<file path="src/rtl/assert_macros.svh">
// Assertion macros used by the RTL file that checks its own behavior.
`ifndef ASSERT_MACROS_SVH
`define ASSERT_MACROS_SVH

// Check a property on every rising clock edge, skipped while reset is asserted.
`define ASSERT_CLK(label, clk, rst_n, prop, msg) \
    label: assert property (@(posedge clk) disable iff (!(rst_n)) (prop)) else $error(msg);

// Check an implication on every rising clock edge, skipped while reset is asserted.
`define ASSERT_IMPL(label, clk, rst_n, ante, cons, msg) \
    label: assert property (@(posedge clk) disable iff (!(rst_n)) (ante) |-> (cons)) \
        else $error(msg);

`endif

</file>
<file path="src/rtl/bs_pkg.sv">
// Shared types, field widths and parameter defaults of the bit store block.
`default_nettype none

package bs_pkg;

    localparam int NUM_WORDS_DEF = 131072;
    localparam int WORD_BITS_DEF = 8;

    localparam int OPCODE_W  = 2;
    localparam int CNT_W     = 20;
    localparam int IDX_W     = 20;
    localparam int LEFT_W    = 20;
    localparam int RIGHT_W   = 21;
    localparam int S_TDATA_W = 88;
    localparam int M_TDATA_W = 8;

    typedef enum logic [OPCODE_W-1:0] {
        OP_CLEAR = 2'd0,
        OP_GET   = 2'd1,
        OP_SET   = 2'd2,
        OP_ANY   = 2'd3
    } op_t;

    localparam logic KIND_GET = 1'b0;
    localparam logic KIND_ANY = 1'b1;

endpackage

`default_nettype wire

</file>
<file path="src/rtl/bs_word_unit.sv">
// Shared word unit: tests a bit span of a word and rewrites a single bit.
`default_nettype none

module bs_word_unit #(
    parameter int WORD_BITS = bs_pkg::WORD_BITS_DEF,
    localparam int PW = $clog2(WORD_BITS)
) (
    input  wire logic [WORD_BITS-1:0] word,
    input  wire logic [PW-1:0]        lo_pos,
    input  wire logic [PW-1:0]        hi_pos,
    input  wire logic [PW-1:0]        set_pos,
    input  wire logic                 set_val,
    output logic                      hit,
    output logic      [WORD_BITS-1:0] new_word
);

    logic [WORD_BITS-1:0] mask;

    always_comb begin
        for (int i = 0; i < WORD_BITS; i++) begin
            mask[i] = (PW'(i) >= lo_pos) && (PW'(i) <= hi_pos);
        end
        hit = |(word & mask);
        new_word = word;
        new_word[set_pos] = set_val;
    end

endmodule

`default_nettype wire

</file>
<file path="config.mk">
export PLATFORM = sky130hd
export DESIGN_NAME = bs_word_unit
export DESIGN_NICKNAME = d
export VERILOG_FILES = /design/src/rtl/assert_macros.svh /design/src/rtl/bs_pkg.sv /design/src/rtl/bs_word_unit.sv
export SDC_FILE = /design/constraint.sdc
export NUM_CORES = 1
export LEC_CHECK = 0
export BUFFER_PORTS_ARGS = -buffer_cell sky130_fd_sc_hd__buf_2
export CORE_AREA = 4 4 41 43
export DETAILED_ROUTE_END_ITERATION = 8
export DIE_AREA = 0 0 45 47
export SLEW_MARGIN = 15
export SYNTH_ARGS = -nofsm -noshare
export SYNTH_HDL_FRONTEND = slang
export SYNTH_SLANG_ARGS = --single-unit
export TNS_END_PERCENT = 50
</file>
<file path="constraint.sdc">
create_clock -name vclk -period 3.78
set_input_delay 0.756 -clock vclk [all_inputs]
set_output_delay 0.756 -clock vclk [all_outputs]
set_load 0.03 [all_outputs]
</file>
==> reports/summary.txt <==
outcome: complete, no violations
Post-CTS Resized: 0
Max Cap Viol: 0
overall power: 0.00006156 W
fin crit period: 2656 ps
peak supply drop: 0.00006094 V
Area contributors post-synth: mux2_2 (31%), a2111oi_4 (9.6%), nand3b_1 (5.2%), nor3b_1 (5.2%), nand2_1 (3.9%)
Area growth syn-to-layout: 52.40%
mapped cell area: 286.5 µm²
Slew Viols, Final: 0
combinational family with the most area after synthesis: compound AO/OA/AOI/OAI gates
core box area: 1301 µm²
clock buffer count: 0
post-synthesis mux area share: 0.3144
IO Pins: 27
post-route setup slack: 1124 ps
PD cells: 141.0 nW/µm²
relative max-transition margin: 0.6836
Antenna Nets Post-Route: 0
via count: 383
largest net degree at the start of global routing: 9
initial antenna violation count: 0
post-synthesis net count: 55
FF+latch area: 0 µm²
Distinct cells, synth: 23
Synth Area in Adders: 0
global placement routability congestion: 0.7601
fmax: 376.6 MHz
die area: 2115 µm²
count of final setup violators: 0
num rows: 13
Crit path largest cell delay: 320 ps
Worst path most repeated cell: buf_2
first-pass GRT wire length: 1518 µm
number of remaining DRC errors: 0
Worst EP required: 3020 ps
Chip Height: 47 µm
Syn. warnings: 0
Multi-input gate area: 275.3 µm²
top cell type's share of synthesized area: 0.3144
Via-to-Cell Ratio: 4.910
Least-Margin Pin Slew: 470.3 ps
Synth Area in XOR/XNOR: 0
Synth Area in Simple Gates: 0.2707
hold_sp: word[0]
setup TNS: 0 ps
Hold Crit Class: input pin to primary output
PortBufs: 27
sequential share of the synthesized area: 0
Filler Cell Count: 159
cell accounting for the most synthesized area: mux2_2
fraction of layout cells with a size suffix above 1: 0.5873
Die W: 45 µm
Post-Route WL: 922 µm
fin util: 0.3356
hpwl dp: 834.7 µm
Starting DRT DRC Count: 1
Seq Cell Count: 0
hold buffers post-CTS: 0
Setup WS pre-CTS: 1122 ps
# nets final: 83
CP arrival: 1900 ps
vias in the first global route: 354
P_leak: 0.2024 nW
worst path cell trace: buf_2 -> o21a_1 -> a2111oi_4 -> o22ai_1 -> a21o_1 -> buf_2
initial core utilization: 0.2202
maximum fanout along the worst path: 4
Syn Inst Count: 37
Slowest-stage cell, CP: a2111oi_4
CP Class: input pin to primary output
period utilization: 0.7025
Setup Buffers After CTS: 0
Post-Syn Area per Cell: 7.744 µm²
crit start category: input pin
GRT Total Usage: 0.09127
ant diodes: 0
drt wl/cell: 11.82 µm
final hold viol count: 0
post-synthesis compound-gate area fraction: 0.3755
RSZ-0062 raised after global routing: false
drt pass-1 iters: 4
Critical Path End Type: primary output
total grt overflow: 0
Worst Setup SP: hi_pos[0]
==> cell type report <==
type	count	area share
Multi-Input combinational cell	34	0.6304
Timing Repair Buffer	27	0.3095
Tap cell	15	0.04298
Inverter	2	0.01719
==> routing by layer <==
metal | global-route usage | wire, µm | vias to the layer above
li1 | - | - | 197
met3 | 0.003831 | 71 | 0
met5 | 0 | 0 | -
met2 | 0.1638 | 446 | 18
met4 | 0 | 0 | 0
met1 | 0.1281 | 404 | 168
==> critical path: cells and delay by family <==
family                 cells  cell delay (ps)
AOI/OAI and AO/OA          4              850
buffers and inverters      2              290
==> path summary, 6_finish.rpt <==
check	endpoint	slack, ps	depth (start not counted)
worst min-delay path	new_word[0]	1910	3
worst max-delay path	hit	1120	6
==> synth_stat cells (all sizes together) (2+ instances only) <==
master and number:
mux2 8, nand3 2, nand3b 2, inv 2, nor2 2, nand2 3
nor3b 2, o21a 2
==> stage by stage <==
stage / hold slack [ps] / instances / cell area (µm²)
final: 1912 / 78 / 436.7
after global routing: 1934 / 78 / 436.7
after CTS: 1915 / 78 / 436.7
after detailed placement: 1912 / 78 / 436.7
after global placement: 1909 / 78 / 436.7
after floorplan: 1738 / 37 / 286.5
==> placed cells by master, fill, tap and decap left out <==
| cell type | instances |
|---|---|
| a211o_1 | 1 |
| inv_1 | 2 |
| o22ai_1 | 1 |
| nand2b_1 | 1 |
| a2111oi_4 | 1 |
| nand2_1 | 3 |
| buf_2 | 27 |
| nand3b_1 | 2 |
| o21a_2 | 1 |
| nor2_1 | 2 |
| a21boi_0 | 1 |
| o31ai_1 | 1 |
| o21a_1 | 1 |
| a21oi_1 | 1 |
| o21ai_0 | 1 |
| nor3_1 | 1 |
| nand3_1 | 2 |
| a21o_1 | 1 |
| nor3b_1 | 2 |
| and2b_1 | 1 |
| a22oi_1 | 1 |
| o311ai_0 | 1 |
| mux2_2 | 8 |
==> power breakdown <==
group	total, W	internal [W]	switching, W
Combinational	0.0000616	0.0000254	0.0000362
Sequential	0	0	0
Clock	0	0	0
==> logic make-up after synthesis <==
group,after synthesis
AOI/OAI and AO/OA,12
buffers and inverters,3
muxes,8
and+or+nand+nor,14
Power figures use the tool's default switching activity.
